==> src/hw/rtl/acmac_pkg.sv <==
// Shared types, constants and AES helper functions for the CMAC tag engine.
package acmac_pkg;

  localparam int BlkW   = 128;
  localparam int CntW   = 5;
  localparam int QDepth = 2;
  localparam logic [7:0] CmacRb  = 8'h87;
  localparam logic [7:0] CmacPad = 8'h80;

  localparam logic CfgKeyUpper = 1'b0;

  // Job handed from the block assembler to the cipher side
  typedef enum logic [1:0] {
    JOB_ABSORB = 2'b01,
    JOB_FINAL  = 2'b10
  } job_kind_t;

  typedef struct packed {
    job_kind_t        kind;
    logic [BlkW-1:0]  blk;
    logic             full;
  } job_t;

  function automatic logic [7:0] xtime(input logic [7:0] a);
    xtime = {a[6:0], 1'b0} ^ (a[7] ? 8'h1b : 8'h00);
  endfunction

  // S-box as a constant table
  function automatic logic [7:0] sbox(input logic [7:0] x);
    logic [7:0] tbl [256];
    tbl = '{
      8'h63,8'h7c,8'h77,8'h7b,8'hf2,8'h6b,8'h6f,8'hc5,8'h30,8'h01,8'h67,8'h2b,8'hfe,8'hd7,8'hab,8'h76,
      8'hca,8'h82,8'hc9,8'h7d,8'hfa,8'h59,8'h47,8'hf0,8'had,8'hd4,8'ha2,8'haf,8'h9c,8'ha4,8'h72,8'hc0,
      8'hb7,8'hfd,8'h93,8'h26,8'h36,8'h3f,8'hf7,8'hcc,8'h34,8'ha5,8'he5,8'hf1,8'h71,8'hd8,8'h31,8'h15,
      8'h04,8'hc7,8'h23,8'hc3,8'h18,8'h96,8'h05,8'h9a,8'h07,8'h12,8'h80,8'he2,8'heb,8'h27,8'hb2,8'h75,
      8'h09,8'h83,8'h2c,8'h1a,8'h1b,8'h6e,8'h5a,8'ha0,8'h52,8'h3b,8'hd6,8'hb3,8'h29,8'he3,8'h2f,8'h84,
      8'h53,8'hd1,8'h00,8'hed,8'h20,8'hfc,8'hb1,8'h5b,8'h6a,8'hcb,8'hbe,8'h39,8'h4a,8'h4c,8'h58,8'hcf,
      8'hd0,8'hef,8'haa,8'hfb,8'h43,8'h4d,8'h33,8'h85,8'h45,8'hf9,8'h02,8'h7f,8'h50,8'h3c,8'h9f,8'ha8,
      8'h51,8'ha3,8'h40,8'h8f,8'h92,8'h9d,8'h38,8'hf5,8'hbc,8'hb6,8'hda,8'h21,8'h10,8'hff,8'hf3,8'hd2,
      8'hcd,8'h0c,8'h13,8'hec,8'h5f,8'h97,8'h44,8'h17,8'hc4,8'ha7,8'h7e,8'h3d,8'h64,8'h5d,8'h19,8'h73,
      8'h60,8'h81,8'h4f,8'hdc,8'h22,8'h2a,8'h90,8'h88,8'h46,8'hee,8'hb8,8'h14,8'hde,8'h5e,8'h0b,8'hdb,
      8'he0,8'h32,8'h3a,8'h0a,8'h49,8'h06,8'h24,8'h5c,8'hc2,8'hd3,8'hac,8'h62,8'h91,8'h95,8'he4,8'h79,
      8'he7,8'hc8,8'h37,8'h6d,8'h8d,8'hd5,8'h4e,8'ha9,8'h6c,8'h56,8'hf4,8'hea,8'h65,8'h7a,8'hae,8'h08,
      8'hba,8'h78,8'h25,8'h2e,8'h1c,8'ha6,8'hb4,8'hc6,8'he8,8'hdd,8'h74,8'h1f,8'h4b,8'hbd,8'h8b,8'h8a,
      8'h70,8'h3e,8'hb5,8'h66,8'h48,8'h03,8'hf6,8'h0e,8'h61,8'h35,8'h57,8'hb9,8'h86,8'hc1,8'h1d,8'h9e,
      8'he1,8'hf8,8'h98,8'h11,8'h69,8'hd9,8'h8e,8'h94,8'h9b,8'h1e,8'h87,8'he9,8'hce,8'h55,8'h28,8'hdf,
      8'h8c,8'ha1,8'h89,8'h0d,8'hbf,8'he6,8'h42,8'h68,8'h41,8'h99,8'h2d,8'h0f,8'hb0,8'h54,8'hbb,8'h16};
    sbox = tbl[x];
  endfunction

  // Byte i of a block sits at bits 127-8i
  function automatic logic [BlkW-1:0] aes_round(input logic [BlkW-1:0] s,
                                                input logic [BlkW-1:0] rk,
                                                input logic last);
    logic [7:0] b [16];
    logic [7:0] t [16];
    logic [7:0] m [16];
    logic [BlkW-1:0] o;
    for (int i = 0; i < 16; i++) b[i] = sbox(s[BlkW-1-8*i -: 8]);
    for (int c = 0; c < 4; c++)
      for (int r = 0; r < 4; r++) t[r+4*c] = b[r+4*((c+r)%4)];
    for (int c = 0; c < 4; c++) begin
      m[4*c]   = xtime(t[4*c]) ^ xtime(t[4*c+1]) ^ t[4*c+1] ^ t[4*c+2] ^ t[4*c+3];
      m[4*c+1] = t[4*c] ^ xtime(t[4*c+1]) ^ xtime(t[4*c+2]) ^ t[4*c+2] ^ t[4*c+3];
      m[4*c+2] = t[4*c] ^ t[4*c+1] ^ xtime(t[4*c+2]) ^ xtime(t[4*c+3]) ^ t[4*c+3];
      m[4*c+3] = xtime(t[4*c]) ^ t[4*c] ^ t[4*c+1] ^ t[4*c+2] ^ xtime(t[4*c+3]);
    end
    for (int i = 0; i < 16; i++) o[BlkW-1-8*i -: 8] = last ? t[i] : m[i];
    aes_round = o ^ rk;
  endfunction

  // Next round key from the current one
  function automatic logic [BlkW-1:0] key_step(input logic [BlkW-1:0] k,
                                               input logic [7:0] rc);
    logic [31:0] w0, w1, w2, w3, g;
    {w0, w1, w2, w3} = k;
    g = {sbox(w3[23:16]) ^ rc, sbox(w3[15:8]), sbox(w3[7:0]), sbox(w3[31:24])};
    w0 = w0 ^ g;
    w1 = w1 ^ w0;
    w2 = w2 ^ w1;
    w3 = w3 ^ w2;
    key_step = {w0, w1, w2, w3};
  endfunction

  function automatic logic [BlkW-1:0] dbl(input logic [BlkW-1:0] x);
    dbl = {x[BlkW-2:0], 1'b0} ^ {{(BlkW-8){1'b0}}, (x[BlkW-1] ? CmacRb : 8'h00)};
  endfunction

endpackage

==> src/hw/rtl/acmac_queue.sv <==
// Two-entry job queue between the assembler and the cipher side.
module acmac_queue import acmac_pkg::*; (
  input  logic clk,
  input  logic rst_n,
  input  logic clr,
  input  logic wr_valid,
  output logic wr_ready,
  input  job_t wr_job,
  output logic rd_valid,
  input  logic rd_ready,
  output job_t rd_job
);

  job_t       mem_r [QDepth];
  logic       wp_r, rp_r;
  logic [1:0] cnt_r;
  logic       wr, rd;

  assign wr_ready = (cnt_r != 2'd2);
  assign rd_valid = (cnt_r != 2'd0);
  assign rd_job   = mem_r[rp_r];
  assign wr       = wr_valid && wr_ready;
  assign rd       = rd_valid && rd_ready;

  always_ff @(posedge clk) begin
    if (!rst_n || clr) begin
      wp_r  <= 1'b0;
      rp_r  <= 1'b0;
      cnt_r <= '0;
    end else begin
      if (wr) wp_r <= ~wp_r;
      if (rd) rp_r <= ~rp_r;
      cnt_r <= cnt_r + 2'(wr) - 2'(rd);
    end
    if (wr) mem_r[wp_r] <= wr_job;
  end

`ifndef SYNTHESIS
  a_no_ovf: assert property (@(posedge clk) disable iff (!rst_n)
    cnt_r <= 2'd2) else $error("queue count out of range");
  a_empty_nord: assert property (@(posedge clk) disable iff (!rst_n)
    (cnt_r == 2'd0) |-> !rd) else $error("read from empty queue");
  a_full_nowr: assert property (@(posedge clk) disable iff (!rst_n)
    (cnt_r == 2'd2) |-> !wr) else $error("write to full queue");
`endif

endmodule

==> config.mk <==
export PLATFORM = sky130hd
export DESIGN_NAME = acmac_queue
export DESIGN_NICKNAME = d
export VERILOG_FILES = /design/src/hw/rtl/acmac_pkg.sv /design/src/hw/rtl/acmac_queue.sv
export SDC_FILE = /design/constraint.sdc
export NUM_CORES = 1
export LEC_CHECK = 0
export BUFFER_PORTS_ARGS = -buffer_cell sky130_fd_sc_hd__buf_2
export CAP_MARGIN = 5
export CORE_ASPECT_RATIO = 0.7
export CORE_MARGIN = 8
export CORE_UTILIZATION = 56
export CTS_CLUSTER_DIAMETER = 80
export CTS_CLUSTER_SIZE = 14
export DETAILED_ROUTE_END_ITERATION = 8
export PLACE_DENSITY_LB_ADDON = 0.15
export SYNTH_ARGS = -nofsm -noshare
export SYNTH_HDL_FRONTEND = slang
export SYNTH_SLANG_ARGS = --single-unit
==> constraint.sdc <==
create_clock -name clk -period 15.7 [get_ports clk]
set_clock_uncertainty 0.1 [all_clocks]
set_input_delay 1.57 -clock clk [delete_from_list [all_inputs] [get_ports clk]]
set_output_delay 1.57 -clock clk [all_outputs]
set_load 0.01 [all_outputs]
Word-level counts from Yosys, hierarchy flattened --
Memories as Yosys holds them, arrays and structs flattened. A register that Yosys moved wholly into a read port is not among the register bits. Cells that the tools add are included.
Storage, ports and cells: register bits after elaboration 4, bits in writable memories 262, input port bits 136, output and inout port bits 133, word-level logic and storage cells 18, memories kept 1
Cells by class: $add $sub $neg 2, equal/unequal tests 1, mux-type cells 4, bitwise logic cells 2, reductions and logical operators 5
Memories:
- mem_r | depth 2, bits a word 131, rd ports 1, clocked after Yosys merged registers in 1, wr ports 1, RTL line acmac_queue.sv:14 | job_t mem_r [QDepth];
Operator list (count):
- 1-bit two-way mux | 4
- 2-bit by 1-bit adder with 2-bit output | 1
- 1-bit logical AND | 2
- 2-bit != test, second input constant | 1
- 1-bit NOT | 2
- 2-bit nonzero test | 1
- 2-bit by 1-bit subtractor with 2-bit output | 1
- 1-bit zero test | 1
- 1-bit logical OR | 1

Logic depth before layout (Yosys ltp) --
depth in word-level cells 4, mapped depth 8, depth with buffers taken out 8

Worst setup path after synthesis --
No wires, ideal clock.
kind in2reg, from input wr_valid, to memory mem_r[0][0] (netlist bit), enable pin, setup time 623 ps, arrival 7113 ps, data required time 14977 ps, path slack 7864 ps, cell stages on the path 2, path buffers 0, path through nand2_1 -> nor2_1
Between the ends: longest elaborated chain between the ends 3
RTL lines:
- start: declaration | RTL line acmac_queue.sv:6 | input logic wr_valid,
- 1-bit logical AND | RTL line acmac_queue.sv:22 | assign wr = wr_valid && wr_ready;
- 1-bit two-way mux | RTL line acmac_queue.sv:35 | if (wr) mem_r[wp_r] <= wr_job;
- 1-bit two-way mux (implied by the code) | RTL line acmac_queue.sv:35
- end: declaration | RTL line acmac_queue.sv:14
Every way passes these cells.

==> results.txt <==
The flow ran to the end, and the final reports show no timing, DRC or antenna violations. By area the synthesized netlist is led by edfxtp_1 (78%), mux2_4 (13%), mux2_2 (4.7%). Counting distinct cell types in the post-synthesis netlist gives 16. The tools report the number of global-route vias before repair as 5,443. The setup fix buffers added after clock tree synthesis is 0. The maximum operating frequency is 203.7 MHz. Counting flops and latches in the post-synthesis netlist gives 267.

Entering global routing, the biggest net connects 79 pins. Setup repair after global routing left no endpoint under its margin. The critical path's top delay family is buffers and inverters. The floorplan step set the die width to 176.2 µm. After layout, the design draws a total of 1.455 mW. The startpoint type of the worst setup path is a flop.

For the cell area after technology mapping, the log shows 10,060 µm². The tools report the cell count after placement as 929. The run gives 963 as the number of standard cells in the layout, taps in and fillers out. The largest buffer count on any clock path was 3; the I/O pin count was 269.

The worst register-to-register path ends at mem_r[1][80]$_DFFE_PP_. For the worst flop-to-flop path, the logic depth is 4. Buffers inserted during clock tree synthesis total 23. Max-cap violations in this run came to 0. The proportion of synthesized chip area in sequential cells is 79.18%.

edfxtp_1 takes more of the synthesized area than any other cell. The worst-case hold slack was 0.4249 ns; the number of gates resized after cts was 0. The first detailed-routing pass ran for 5 iterations.

The warning count from the yosys run was 0; the measured slew at the worst slew-check pin was 1.158 ns. Highest-delay cell along the critical path: dfxtp_4. The run gives 856 as the post-layout net count. Walking the worst path, the cells encountered are buf_4 -> mux2_2 -> buf_2. The worst path uses 31.27% of the clock period. TritonCTS built the clock tree. The clock drives 267 sinks. Destination of the worst hold path: rp_r$_SDFFE_PP0P_. The clock root buffer is clkbuf_16.

For the initial antenna violation count, the log shows 2. The number of failing hold endpoints at the final stage came out at 0. The die outline area came out at 22,580 µm².

The starting utilization of the core area came out at 56.53%. The tools report the register-to-register setup slack as 13.48 ns. At the worst endpoint, the arrival time is 3.24 ns.

The tools report the launch point of the worst reg-to-reg path as cnt_r[0]$_SDFF_PP0_. The tightest slew margin relative to the limit was 22.82%. The tools report the post-route setup TNS as 0 ns. The wire-length estimate of the detail-placed layout is 13,800 µm. Wires add up to 19,710 µm. The proportion of layout cells with a drive suffix above 1 was 59.70%. Global routing finished with a remaining overflow of 0. The worst path buffer plus inverter count is 2, and the per-instance average area after synthesis is 23.13 µm². The port buffer count was 268.

The hold-fix buffer count after cts is 0, and the required arrival time at the worst endpoint is 14.03 ns. Area added between synthesis and finish: 21.66%. The detail route stage leaves a number of antenna-violating nets equal to 0. On the worst path, the slowest cell contributes a delay of 1.04 ns. The tools report the count of antenna diodes in the layout as 0. Counting instances, the worst hold path has a depth of 2.

After detailed routing, the number of vias per cell comes to 5.126. Setup violations remaining at the end of the flow were counted as 0. For this run, design rule violations remaining after detail routing come to 0.

Along the worst path, the maximum fanout reaches 71. The average routed wire per standard cell is 20.47 µm, and the row count is 41. Synthesis produced a netlist with a net count of 573. For this block, the initial DRC count from the detailed router was 338.

The global-route usage over all layers was 16.70%; the minimum clock period was 4.909 ns. In this run the vertical extent of the chip is 128.2 µm. The tightest min-delay check is of the reg -> reg type. The total of fill cells in the finished design was 1,160.

The first global-routing pass estimated 29,570 µm of wire. The beginning of the worst hold path was rp_r$_SDFFE_PP0P_. The type of the worst setup path was reg -> out. The area share of the largest cell type after synthesis works out to 78.19%. The region available for standard cell placement spans 17,800 µm². Clock latency on the worst-skew pair, taken at its later pin, is 0.50 ns. The run gives 1 as the H-tree level count. OpenSTA, run right after detailed placement, puts the worst setup slack at 11.29 ns. The via total after detailed routing was 4,936; the final critical-path setup slack was 10.79 ns. Synthesis produced 435 cells.

Dividing total power by cell area gives a power density of 118.9 nW/µm². The last weighted congestion value of the routability-driven placer came out at 0.7372. The tools report the sort of element at the end of the critical path as a primary output.

The clock edge transition at the registers on the reported setup and hold paths was 0.06 ns. The max-slew violation count is 0, and the total number of cells along the worst setup path is 3. IR analysis of the VDD net gives a maximum drop of 0.08127 mV. The leakage component of the power is 4.720 nW.
[layout make-up]
class | instances | area, µm² | share of cell area (%)
flip-flops and latches | 267 | 7971 | 65.12
multi-input cells | 150 | 1951 | 15.93
repair buffers | 273 | 1379 | 11.26
clock buffers | 32 | 609.3 | 4.978
well taps | 236 | 295.3 | 2.412
clock inverters | 2 | 25.02 | 0.2044
inverters | 3 | 11.26 | 0.09199
[stage by stage]
stage | cell area [µm²] | utilization, %
2_1_floorplan | 10060 | -
3_3_place_gp | 11610 | 65.21
3_5_place_dp | 11610 | 65.21
4_1_cts | 12240 | 68.77
5_1_grt | 12240 | 68.77
6_report | 12240 | 68.77
[state kept, by name, summed over array words and instances (netlist names), named ones only]
name / cells
mem_r: 262
rp_r: 1
wp_r: 1
cnt_r: 2
[synthesized netlist by cell type]
master and instances:
nand2_1 1, o21a_1 1, buf_2 4, ha_1 2
mux2_2 42, nor2_1 8, inv_1 3, mux2_4 90
nand2b_1 2, xnor2_1 2, edfxtp_1 262, buf_8 1
or2_2 1, buf_6 10, xor2_1 1, dfxtp_1 5
[kinds of logic after synthesis]
family                   share of synthesized area (%)
flip-flops                                       79.18
buffers and inverters                            1.579
AND/OR/NAND/NOR                                 0.5223
multiplexers                                     18.13
AO/OA/AOI/OAI                                  0.07464
XOR/XNOR                                        0.2612
adder cells (fa/ha/maj)                         0.2487
[where the power goes]
group	switching, mW	internal (mW)
Combinational	0.0636	0.0628
Sequential	0.0104	0.822
Clock	0.226	0.270
Total	0.300	1.15
[per-layer routing]
layer,track usage [%],wire length (µm)
met2,28.10,9498
met3,6.121,1909
met5,0,16
met1,20.55,7965
met4,3.280,319
[layout by cell type, fill, tap and decap left out, types with 2 or more instances in the layout]
cell type and count:
edfxtp_1 262, clkbuf_16 23, mux2_2 42, dfxtp_1 4, buf_2 268, xnor2_1 2
nor2_1 6, ha_1 2, buf_4 5, inv_1 3, nand2b_1 2, mux2_4 90
nor2_4 2, clkbuf_1 9
[how the worst max path moves through the flow]
stage | from | to | slack [ns]
floorplan | wr_valid | mem_r[0][0]$_DFFE_PP_ | 7.86
global placement | flop | rd_job[17] | 11.31
detailed placement | flop | rd_job[15] | 11.29
CTS | flop | rd_job[15] | 10.75
global route | flop | rd_job[15] | 10.60
finish | flop | rd_job[15] | 10.79
[worst min-delay path, delay by kind of cell, from the launching register on]
family	cells	cell delay, ns
XOR/XNOR	1	0.09
AND/OR/NAND/NOR	1	0.08
flip-flops	1	0.33
No activity file was read; power rests on OpenSTA's default activity.
