## src/hw/rtl/acmac_pkg.sv

```systemverilog
// Shared types, constants and AES helper functions for the CMAC tag engine.
package acmac_pkg;

  localparam int BlkW   = 128;
  localparam int CntW   = 5;
  localparam int QDepth = 2;
  localparam logic [7:0] CmacRb  = 8'h87;
  localparam logic [7:0] CmacPad = 8'h80;

  localparam logic CfgKeyUpper = 1'b0;

  // Job handed from the block assembler to the cipher side
  typedef enum logic [1:0] {
    JOB_ABSORB = 2'b01,
    JOB_FINAL  = 2'b10
  } job_kind_t;

  typedef struct packed {
    job_kind_t        kind;
    logic [BlkW-1:0]  blk;
    logic             full;
  } job_t;

  function automatic logic [7:0] xtime(input logic [7:0] a);
    xtime = {a[6:0], 1'b0} ^ (a[7] ? 8'h1b : 8'h00);
  endfunction

  // S-box as a constant table
  function automatic logic [7:0] sbox(input logic [7:0] x);
    logic [7:0] tbl [256];
    tbl = '{
      8'h63,8'h7c,8'h77,8'h7b,8'hf2,8'h6b,8'h6f,8'hc5,8'h30,8'h01,8'h67,8'h2b,8'hfe,8'hd7,8'hab,8'h76,
      8'hca,8'h82,8'hc9,8'h7d,8'hfa,8'h59,8'h47,8'hf0,8'had,8'hd4,8'ha2,8'haf,8'h9c,8'ha4,8'h72,8'hc0,
      8'hb7,8'hfd,8'h93,8'h26,8'h36,8'h3f,8'hf7,8'hcc,8'h34,8'ha5,8'he5,8'hf1,8'h71,8'hd8,8'h31,8'h15,
      8'h04,8'hc7,8'h23,8'hc3,8'h18,8'h96,8'h05,8'h9a,8'h07,8'h12,8'h80,8'he2,8'heb,8'h27,8'hb2,8'h75,
      8'h09,8'h83,8'h2c,8'h1a,8'h1b,8'h6e,8'h5a,8'ha0,8'h52,8'h3b,8'hd6,8'hb3,8'h29,8'he3,8'h2f,8'h84,
      8'h53,8'hd1,8'h00,8'hed,8'h20,8'hfc,8'hb1,8'h5b,8'h6a,8'hcb,8'hbe,8'h39,8'h4a,8'h4c,8'h58,8'hcf,
      8'hd0,8'hef,8'haa,8'hfb,8'h43,8'h4d,8'h33,8'h85,8'h45,8'hf9,8'h02,8'h7f,8'h50,8'h3c,8'h9f,8'ha8,
      8'h51,8'ha3,8'h40,8'h8f,8'h92,8'h9d,8'h38,8'hf5,8'hbc,8'hb6,8'hda,8'h21,8'h10,8'hff,8'hf3,8'hd2,
      8'hcd,8'h0c,8'h13,8'hec,8'h5f,8'h97,8'h44,8'h17,8'hc4,8'ha7,8'h7e,8'h3d,8'h64,8'h5d,8'h19,8'h73,
      8'h60,8'h81,8'h4f,8'hdc,8'h22,8'h2a,8'h90,8'h88,8'h46,8'hee,8'hb8,8'h14,8'hde,8'h5e,8'h0b,8'hdb,
      8'he0,8'h32,8'h3a,8'h0a,8'h49,8'h06,8'h24,8'h5c,8'hc2,8'hd3,8'hac,8'h62,8'h91,8'h95,8'he4,8'h79,
      8'he7,8'hc8,8'h37,8'h6d,8'h8d,8'hd5,8'h4e,8'ha9,8'h6c,8'h56,8'hf4,8'hea,8'h65,8'h7a,8'hae,8'h08,
      8'hba,8'h78,8'h25,8'h2e,8'h1c,8'ha6,8'hb4,8'hc6,8'he8,8'hdd,8'h74,8'h1f,8'h4b,8'hbd,8'h8b,8'h8a,
      8'h70,8'h3e,8'hb5,8'h66,8'h48,8'h03,8'hf6,8'h0e,8'h61,8'h35,8'h57,8'hb9,8'h86,8'hc1,8'h1d,8'h9e,
      8'he1,8'hf8,8'h98,8'h11,8'h69,8'hd9,8'h8e,8'h94,8'h9b,8'h1e,8'h87,8'he9,8'hce,8'h55,8'h28,8'hdf,
      8'h8c,8'ha1,8'h89,8'h0d,8'hbf,8'he6,8'h42,8'h68,8'h41,8'h99,8'h2d,8'h0f,8'hb0,8'h54,8'hbb,8'h16};
    sbox = tbl[x];
  endfunction

  // Byte i of a block sits at bits 127-8i
  function automatic logic [BlkW-1:0] aes_round(input logic [BlkW-1:0] s,
                                                input logic [BlkW-1:0] rk,
                                                input logic last);
    logic [7:0] b [16];
    logic [7:0] t [16];
    logic [7:0] m [16];
    logic [BlkW-1:0] o;
    for (int i = 0; i < 16; i++) b[i] = sbox(s[BlkW-1-8*i -: 8]);
    for (int c = 0; c < 4; c++)
      for (int r = 0; r < 4; r++) t[r+4*c] = b[r+4*((c+r)%4)];
    for (int c = 0; c < 4; c++) begin
      m[4*c]   = xtime(t[4*c]) ^ xtime(t[4*c+1]) ^ t[4*c+1] ^ t[4*c+2] ^ t[4*c+3];
      m[4*c+1] = t[4*c] ^ xtime(t[4*c+1]) ^ xtime(t[4*c+2]) ^ t[4*c+2] ^ t[4*c+3];
      m[4*c+2] = t[4*c] ^ t[4*c+1] ^ xtime(t[4*c+2]) ^ xtime(t[4*c+3]) ^ t[4*c+3];
      m[4*c+3] = xtime(t[4*c]) ^ t[4*c] ^ t[4*c+1] ^ t[4*c+2] ^ xtime(t[4*c+3]);
    end
    for (int i = 0; i < 16; i++) o[BlkW-1-8*i -: 8] = last ? t[i] : m[i];
    aes_round = o ^ rk;
  endfunction

  // Next round key from the current one
  function automatic logic [BlkW-1:0] key_step(input logic [BlkW-1:0] k,
                                               input logic [7:0] rc);
    logic [31:0] w0, w1, w2, w3, g;
    {w0, w1, w2, w3} = k;
    g = {sbox(w3[23:16]) ^ rc, sbox(w3[15:8]), sbox(w3[7:0]), sbox(w3[31:24])};
    w0 = w0 ^ g;
    w1 = w1 ^ w0;
    w2 = w2 ^ w1;
    w3 = w3 ^ w2;
    key_step = {w0, w1, w2, w3};
  endfunction

  function automatic logic [BlkW-1:0] dbl(input logic [BlkW-1:0] x);
    dbl = {x[BlkW-2:0], 1'b0} ^ {{(BlkW-8){1'b0}}, (x[BlkW-1] ? CmacRb : 8'h00)};
  endfunction

endpackage

```

## src/hw/rtl/acmac_front.sv

```systemverilog
// Byte assembler: builds 16-byte blocks and issues absorb / final jobs.
module acmac_front import acmac_pkg::*; (
  input  logic        clk,
  input  logic        rst_n,
  input  logic        clr,
  input  logic        in_tvalid,
  output logic        in_tready,
  input  logic [7:0]  data_byte,
  input  logic        byte_present,
  input  logic        end_of_message,
  output logic        job_valid,
  input  logic        job_ready,
  output job_t        job
);

  logic [BlkW-1:0] buf_r, buf_nxt;
  logic [CntW-1:0] cnt_r, cnt_nxt;
  logic            pend_r, pend_nxt;
  logic            pres;
  logic            acc;
  logic            absorb_now;
  logic [BlkW-1:0] fin_blk;
  logic [BlkW-1:0] base;
  logic [CntW-1:0] cnt_mid;

  // While a final is pending no request is taken and no byte enters the buffer
  assign pres       = byte_present && !pend_r;
  // A new byte on a full buffer pushes an absorb; end of message pushes a final.
  assign absorb_now = pres && (cnt_r == CntW'(16));
  assign in_tready  = job_ready && !pend_r;
  assign acc        = in_tvalid && in_tready;

  always_comb begin
    base    = absorb_now ? '0 : buf_r;
    cnt_mid = absorb_now ? '0 : cnt_r;
    buf_nxt = base;
    if (pres) buf_nxt[BlkW-1-8*cnt_mid[3:0] -: 8] = data_byte;
    cnt_nxt = cnt_mid + CntW'(pres);
    // pad the partial block
    fin_blk = buf_nxt;
    if (cnt_nxt != CntW'(16)) fin_blk[BlkW-1-8*cnt_nxt[3:0] -: 8] = CmacPad;
    for (int i = 0; i < 16; i++)
      if (i > cnt_nxt) fin_blk[BlkW-1-8*i -: 8] = 8'h00;
  end

  // One job per cycle while job_ready is high: a pending final goes first, then absorb, then final
  always_comb begin
    job_valid = 1'b0;
    job.kind  = JOB_FINAL;
    job.blk   = fin_blk;
    job.full  = (cnt_nxt == CntW'(16));
    if (pend_r) begin
      job_valid = 1'b1;
    end else if (in_tvalid && absorb_now) begin
      job_valid = 1'b1;
      job.kind  = JOB_ABSORB;
      job.blk   = buf_r;
    end else if (in_tvalid && end_of_message) begin
      job_valid = 1'b1;
    end
  end

  // absorb+final in one request: absorb this cycle, final from the buffer once pend_r is set
  always_comb begin
    pend_nxt = pend_r;
    if (acc && absorb_now && end_of_message) pend_nxt = 1'b1;
    if (pend_r && job_ready) pend_nxt = 1'b0;
  end

  always_ff @(posedge clk) begin
    if (!rst_n || clr) begin
      cnt_r  <= '0;
      pend_r <= 1'b0;
    end else begin
      pend_r <= pend_nxt;
      if (pend_r && job_ready) cnt_r <= '0;
      else if (acc)            cnt_r <= (end_of_message && !absorb_now) ? '0 : cnt_nxt;
    end
    if (acc) buf_r <= buf_nxt;
  end

endmodule

```

## config.mk

```make
export PLATFORM = sky130hd
export DESIGN_NAME = acmac_front
export DESIGN_NICKNAME = d
export VERILOG_FILES = /design/src/hw/rtl/acmac_pkg.sv /design/src/hw/rtl/acmac_front.sv
export SDC_FILE = /design/constraint.sdc
export NUM_CORES = 1
export LEC_CHECK = 0
export BUFFER_PORTS_ARGS = -buffer_cell sky130_fd_sc_hd__buf_4
export CORE_MARGIN = 4
export CORE_UTILIZATION = 51
export DETAILED_ROUTE_END_ITERATION = 6
export PLACE_DENSITY = 0.77
export SYNTH_ARGS = -nofsm -noshare
export SYNTH_HDL_FRONTEND = slang
export SYNTH_SLANG_ARGS = --single-unit
export TNS_END_PERCENT = 10
```

## constraint.sdc

```tcl
create_clock -name clk -period 3.5 [get_ports clk]
set_input_delay 0.35 -clock clk [delete_from_list [all_inputs] [get_ports clk]]
set_output_delay 0.35 -clock clk [all_outputs]
set_load 0.02 [all_outputs]
```

---- After elaboration in Yosys (flattened, before gate mapping) ----
Index checks and enable logic that the tools add are counted.
operators by class
  $add $sub $neg .......................... 5
  $lt $le $gt $ge ......................... 15
  eq/ne operators ......................... 3
  shift-type cells ........................ 4
  mux-type cells .......................... 27
  reductions and logical operators ........ 15
operator list
  kind                                                                             number
  128-bit 2-to-1 mux                                                               3
  8-bit by 34-bit variable shift with 135-bit output (first input constant)        2
  130-bit 2-to-1 mux                                                               2
  128-bit bitwise mux                                                              2
  8-bit by 34-bit variable part select with 135-bit output                         1
  8-bit by 34-bit variable part select with 135-bit output (first input constant)  1
  8-bit 2-to-1 mux                                                                 15
  32-bit negation with 34-bit output                                               2
  4-bit by 5-bit greater-than comparator with 1-bit output (first input constant)  8
  3-bit by 5-bit greater-than comparator with 1-bit output (first input constant)  4
  7-bit by 7-bit subtractor with 8-bit output (first input constant)               2
  5-bit equality test (second input constant)                                      2
  2-bit by 5-bit greater-than comparator with 1-bit output (first input constant)  2
  1-bit logical AND                                                                10
  5-bit 2-to-1 mux                                                                 2
  5-bit by 1-bit adder with 5-bit output                                           1
  1-bit by 5-bit greater-than comparator with 1-bit output (first input constant)  1
  5-bit != test (second input constant)                                            1
  1-bit zero test                                                                  3
  1-bit 2-to-1 mux                                                                 3
  2-bit OR reduction                                                               1
  1-bit logical OR                                                                 1
storage, ports and cells
  register bits ........................... 134
  input bits .............................. 15

---- Logic depth before layout (Yosys ltp) ----
  depth after elaboration ................. 14
  gate-level depth with buffers ........... 12
  mapped depth without buffers ............ 8

---- Least setup slack after synthesis ----
No wires, ideal clock.
  path type ............................... register to register
  start ................................... register pend_r
  end ..................................... register buf_r[0], enable pin
  data arrival time ....................... 3.633 ns
  path slack .............................. -0.616 ns
  cell stages (with the launch flop) ...... 5
  buffers on the path ..................... 1
  period minus slack after synthesis ...... 4.116 ns
  cells stage by stage .................... dfxtp_1 clkbuf_2 nor2b_1 nand2_1 inv_1
between the ends
  word-level cells in the longest chain between the ends .. 3
ends and longest elaborated chain
  item                      line               text
  start: declaration        acmac_front.sv:18  logic pend_r, pend_nxt;
  start signal: assignment  acmac_front.sv:75  pend_r <= pend_nxt;
  1-bit zero test           acmac_front.sv:30  assign in_tready = job_ready && !pend_r;
  1-bit logical AND         acmac_front.sv:30
  named net in_tready       acmac_front.sv:7   output logic in_tready,
  1-bit logical AND         acmac_front.sv:31  assign acc = in_tvalid && in_tready;
  named net acc             acmac_front.sv:20  logic acc;
  end signal: assignment    acmac_front.sv:79  if (acc) buf_r <= buf_nxt;
  end: declaration          acmac_front.sv:16  logic [BlkW-1:0] buf_r, buf_nxt;
The timed path passes the listed nets, and every way through them passes these cells.
A chain may end at the register's enable or synchronous reset.

==> qor_table.md <==
| Item | This run | Unit |
| --- | --- | --- |
| Status | finished, violations left | - |
| Failing checks | design-rule violations | - |
| Fmax | 0.299 | GHz |
| Final standard cell count with taps included and fillers excluded | 1042 | - |
| Hold depth | 3 | - |
| Die width | 132 | microns |
| Worst hold-check path type | input port to register | - |
| Flip-flop cell with the highest count after synthesis | sky130_fd_sc_hd__edfxtp_1 | - |
| Endpoint arrival time on the critical path | 3.00 | ns |
| HPWL after detailed placement | 17400 | microns |
| Clock root buffer | sky130_fd_sc_hd__clkbuf_16 | - |
| CP Launch Type | register | - |
| Part of the power in registers | 47.6 | % |
| Final setup fails | 0 | - |
| Net Count, Synth | 705 | - |
| Mapped Area | 7810 | sq um |
| Maximum level of the CTS H-tree | 4 | - |
| Number of buffers added by the clock tree synthesis step | 17 | - |
| Max VDD drop | 0.000316 | V |
| Worst slew margin relative to its limit | 31.4 | % |
| Post-detailed-route via-to-cell ratio | 6.83 | - |
| Util after Layout | 67.3 | % |
| Max-capacitance violation count | 0 | - |
| Routed wire length | 26000 | microns |
| Cell leakage power | 4.20 | nW |
| Number of enable-type register cells in the synthesized netlist | 128 | - |
| Final hold violation count | 0 | - |
| DIE AREA | 17400 | sq um |
| CTS tree | built | - |
| Share of synthesized area occupied by flip-flops and latches | 50.7 | % |
| Clock transition at the register clock pins on the worst setup and hold paths after CTS | 0.06 | ns |
| Total chip power | 3.90 | mW |
| Pre-CTS setup slack | 0.194 | ns |
| Worst Path Required | 3.15 | ns |
| # DRC | 2 | - |
| Setup repair after global routing missed its margin | true | - |
| Hold_sp | end_of_message | - |
| Cell-internal power | 3.01 | mW |
| Antenna cells | 0 | - |
| Net Switching | 881 | uW |
| Number of nets at the end of the flow | 862 | - |
| PD cells | 392 | nW/um^2 |
| Deepest clock path buffer count | 2 | - |
| Standard cell area after detailed placement | 9260 | sq um |
| Async set-reset flop share out of synthesis | 0 | % |
| Max Transition Viols Final | 0 | - |
| Share of total power in the clock network | 46.3 | % |
| Number of cells on the worst reg-to-reg path | 8 | - |
| Effective utilization at floorplan | 52.9 | % |
| Sum of negative setup slack | 0 | ns |
| Count of warnings emitted by yosys | 0 | - |
| Port Buf Inserts | 147 | - |
| Std-Cell Core Area | 14800 | sq um |
| Number of rows created at floorplan | 44 | - |
| Pin count of the biggest net entering global routing | 77 | - |
| RR Endpoint | buf_r[69]$_DFFE_PP_ | - |
| Synthesized area per cell | 11.3 | sq um |
| Number of antenna violations at the first check in global routing | 0 | - |
| I/O pins | 148 | - |
| Share of cells above drive strength 1 | 31.2 | % |
| Shortest clock period the worst path allows after layout | 3.35 | ns |
| Synth unique cells | 67 | - |
| End point of the worst hold path | pend_r$_SDFFE_PP0P_ | - |
| DIE HEIGHT | 132 | microns |
| 1st-iter DRT viols | 884 | - |
| Period Utilization, post-route | 95.6 | % |
| Switching Share | 22.6 | % |
| First-pass GRT wire length | 40600 | microns |
| Combinational share of power | 6.1 | % |
| Number of global-route vias before repair | 7053 | - |
| DRT antenna net count | 0 | - |
| Global route overflow | 0 | - |
| Total routing usage reported by global routing | 29.4 | % |
| Post-route worst hold slack | 0.229 | ns |
| Setup clock skew after layout | 0.00671 | ns |
| Setup ws final | 0.155 | ns |
| Highest net fanout along the worst path | 62 | - |
| Via count | 7114 | - |
| Number of clock sinks | 134 | - |
| Worst-margin pin slew | 1.03 | ns |
| Routed length per placed instance | 25.0 | microns |
| Cells after Synth | 689 | - |
| Non-Filler Cell Area, Final | 9930 | sq um |
| RePlAce Congestion | 0.987 | - |
| Startpoint of the worst register-to-register path | cnt_r[4]$_SDFFE_PP0P_ | - |
| Type of element capturing the critical path | output port | - |
| Post-CTS Hold Buffers | 0 | - |
| Total iterations of the first detailed-routing run | 7 | - |
| Crit Path Category | register to output port | - |
| Inst Count DP | 1010 | - |
| Area growth, synth to finish | 27.1 | % |
| #FFs+latches synth | 134 | - |
| Reg-to-reg slack, setup | 1.21 | ns |
| Worst skew pair latency | 0.43 | ns |
## critical path: stages (launching register included)
cell                      delay (ns)
sky130_fd_sc_hd__dfxtp_1        0.35
sky130_fd_sc_hd__buf_4          0.18
sky130_fd_sc_hd__nor4b_4        0.31
sky130_fd_sc_hd__buf_4          0.27
sky130_fd_sc_hd__nand3_1        0.13
sky130_fd_sc_hd__buf_4          0.24
sky130_fd_sc_hd__inv_2          0.11
sky130_fd_sc_hd__buf_12         0.27
sky130_fd_sc_hd__a211o_1        0.29
sky130_fd_sc_hd__a32o_1         0.24
sky130_fd_sc_hd__buf_4          0.15
## power by group through the flow
stage | combinational (mW) | clock (mW) | sequential [mW]
2_1_floorplan | 0.147 | 0 | 1.88
3_3_place_gp | 0.225 | 0 | 1.88
3_5_place_dp | 0.231 | 0 | 1.89
4_1_cts | 0.233 | 1.81 | 1.85
5_1_grt | 0.253 | 1.88 | 1.86
6_report | 0.238 | 1.80 | 1.86
## synthesized netlist by cell type (3+ instances only)
library cell	count	share of area (%)
sky130_fd_sc_hd__nand2b_1	5	0.40
sky130_fd_sc_hd__nand2_1	45	2.2
sky130_fd_sc_hd__a22oi_1	22	2.1
sky130_fd_sc_hd__xnor2_1	3	0.34
sky130_fd_sc_hd__dfxtp_1	6	1.5
sky130_fd_sc_hd__buf_2	17	1.1
sky130_fd_sc_hd__mux2_2	10	1.4
sky130_fd_sc_hd__edfxtp_1	128	49
sky130_fd_sc_hd__a22o_1	196	22
sky130_fd_sc_hd__nor2b_1	5	0.40
sky130_fd_sc_hd__o21ai_1	4	0.26
sky130_fd_sc_hd__buf_1	7	0.34
sky130_fd_sc_hd__a21oi_1	20	1.3
sky130_fd_sc_hd__nor2_1	37	1.8
sky130_fd_sc_hd__nor3_2	5	0.64
sky130_fd_sc_hd__clkbuf_1	29	1.4
sky130_fd_sc_hd__a32o_1	7	0.90
sky130_fd_sc_hd__o21ai_0	42	2.7
sky130_fd_sc_hd__nand3_1	13	0.83
sky130_fd_sc_hd__nor3_1	6	0.38
sky130_fd_sc_hd__nor4_1	4	0.32
sky130_fd_sc_hd__inv_1	13	0.62
sky130_fd_sc_hd__a31oi_1	9	0.72
## layer usage
metal	track usage, %	vias up	wire length [microns]
met2	46.6	431	12200
met3	7.48	58	2590
li1	-	3139	-
met1	39.4	3486	10600
met4	10.3	0	617
met5	0	-	0
## timing repair
item | CTS | global route
setup endpoints to repair | 106 | 56
pin swaps | 1 | 0
gates resized for setup | 7 | 9
cloned | 0 | 0
buffers inserted | 1 | 0
## sequential cells by signal, summed over array words and instances, names as in the netlist
signal  cells
pend_r      1
buf_r     128
cnt_r       5
## layout by cell type, fill, tap and decap left out, types with 3 or more instances in the layout
cell / instances
sky130_fd_sc_hd__a22oi_2: 3
sky130_fd_sc_hd__nor4_1: 3
sky130_fd_sc_hd__a21oi_1: 19
sky130_fd_sc_hd__clkbuf_16: 17
sky130_fd_sc_hd__nand2_1: 44
sky130_fd_sc_hd__o21ai_0: 42
sky130_fd_sc_hd__a22oi_1: 21
sky130_fd_sc_hd__nand3_1: 13
sky130_fd_sc_hd__nor3_1: 6
sky130_fd_sc_hd__mux2_2: 10
sky130_fd_sc_hd__buf_4: 192
sky130_fd_sc_hd__edfxtp_1: 128
sky130_fd_sc_hd__o21ai_1: 4
sky130_fd_sc_hd__xnor2_1: 3
sky130_fd_sc_hd__bufinv_16: 3
sky130_fd_sc_hd__nor2b_1: 5
sky130_fd_sc_hd__a22o_1: 196
sky130_fd_sc_hd__inv_1: 11
sky130_fd_sc_hd__nor3_2: 4
sky130_fd_sc_hd__a31oi_1: 8
sky130_fd_sc_hd__nor2_1: 36
sky130_fd_sc_hd__nand2b_1: 5
sky130_fd_sc_hd__clkinv_2: 3
sky130_fd_sc_hd__dfxtp_1: 4
sky130_fd_sc_hd__a32o_1: 7
sky130_fd_sc_hd__clkinvlp_4: 5
## final cells by class
cell class / instances / area [sq um]
tap: 184 / 230
clock inverter: 14 / 160
sequential: 134 / 3970
multi-input combinational: 487 / 3630
timing repair buffer: 193 / 1460
inverter: 13 / 52.6
fill: 1134 / 4830
clock buffer: 17 / 425
## worst max-delay path by stage
stage	from	end	slack (ns)	cells after the start
floorplan	pend_r$_SDFFE_PP0P_	buf_r[0]$_DFFE_PP_	0.22	4
global placement	cnt_r[0]$_SDFFE_PP0P_	job[124]	0.26	9
detailed placement	cnt_r[0]$_SDFFE_PP0P_	job[126]	0.19	9
CTS	pend_r$_SDFFE_PP0P_	job[54]	0.01	7
global route	pend_r$_SDFFE_PP0P_	job[55]	-0.007	10
finish	pend_r$_SDFFE_PP0P_	job[54]	0.15	10
## cell families after synthesis
kind of cell | after synthesis | synth area share, %
compound gates | 330 | 33.8
simple gates | 140 | 9.50
flops | 134 | 50.7
buf+inv | 68 | 3.65
mux | 11 | 1.62
xor+xnor | 5 | 0.561
fa+ha+maj | 1 | 0.160
Power figures use the tool's default switching activity.
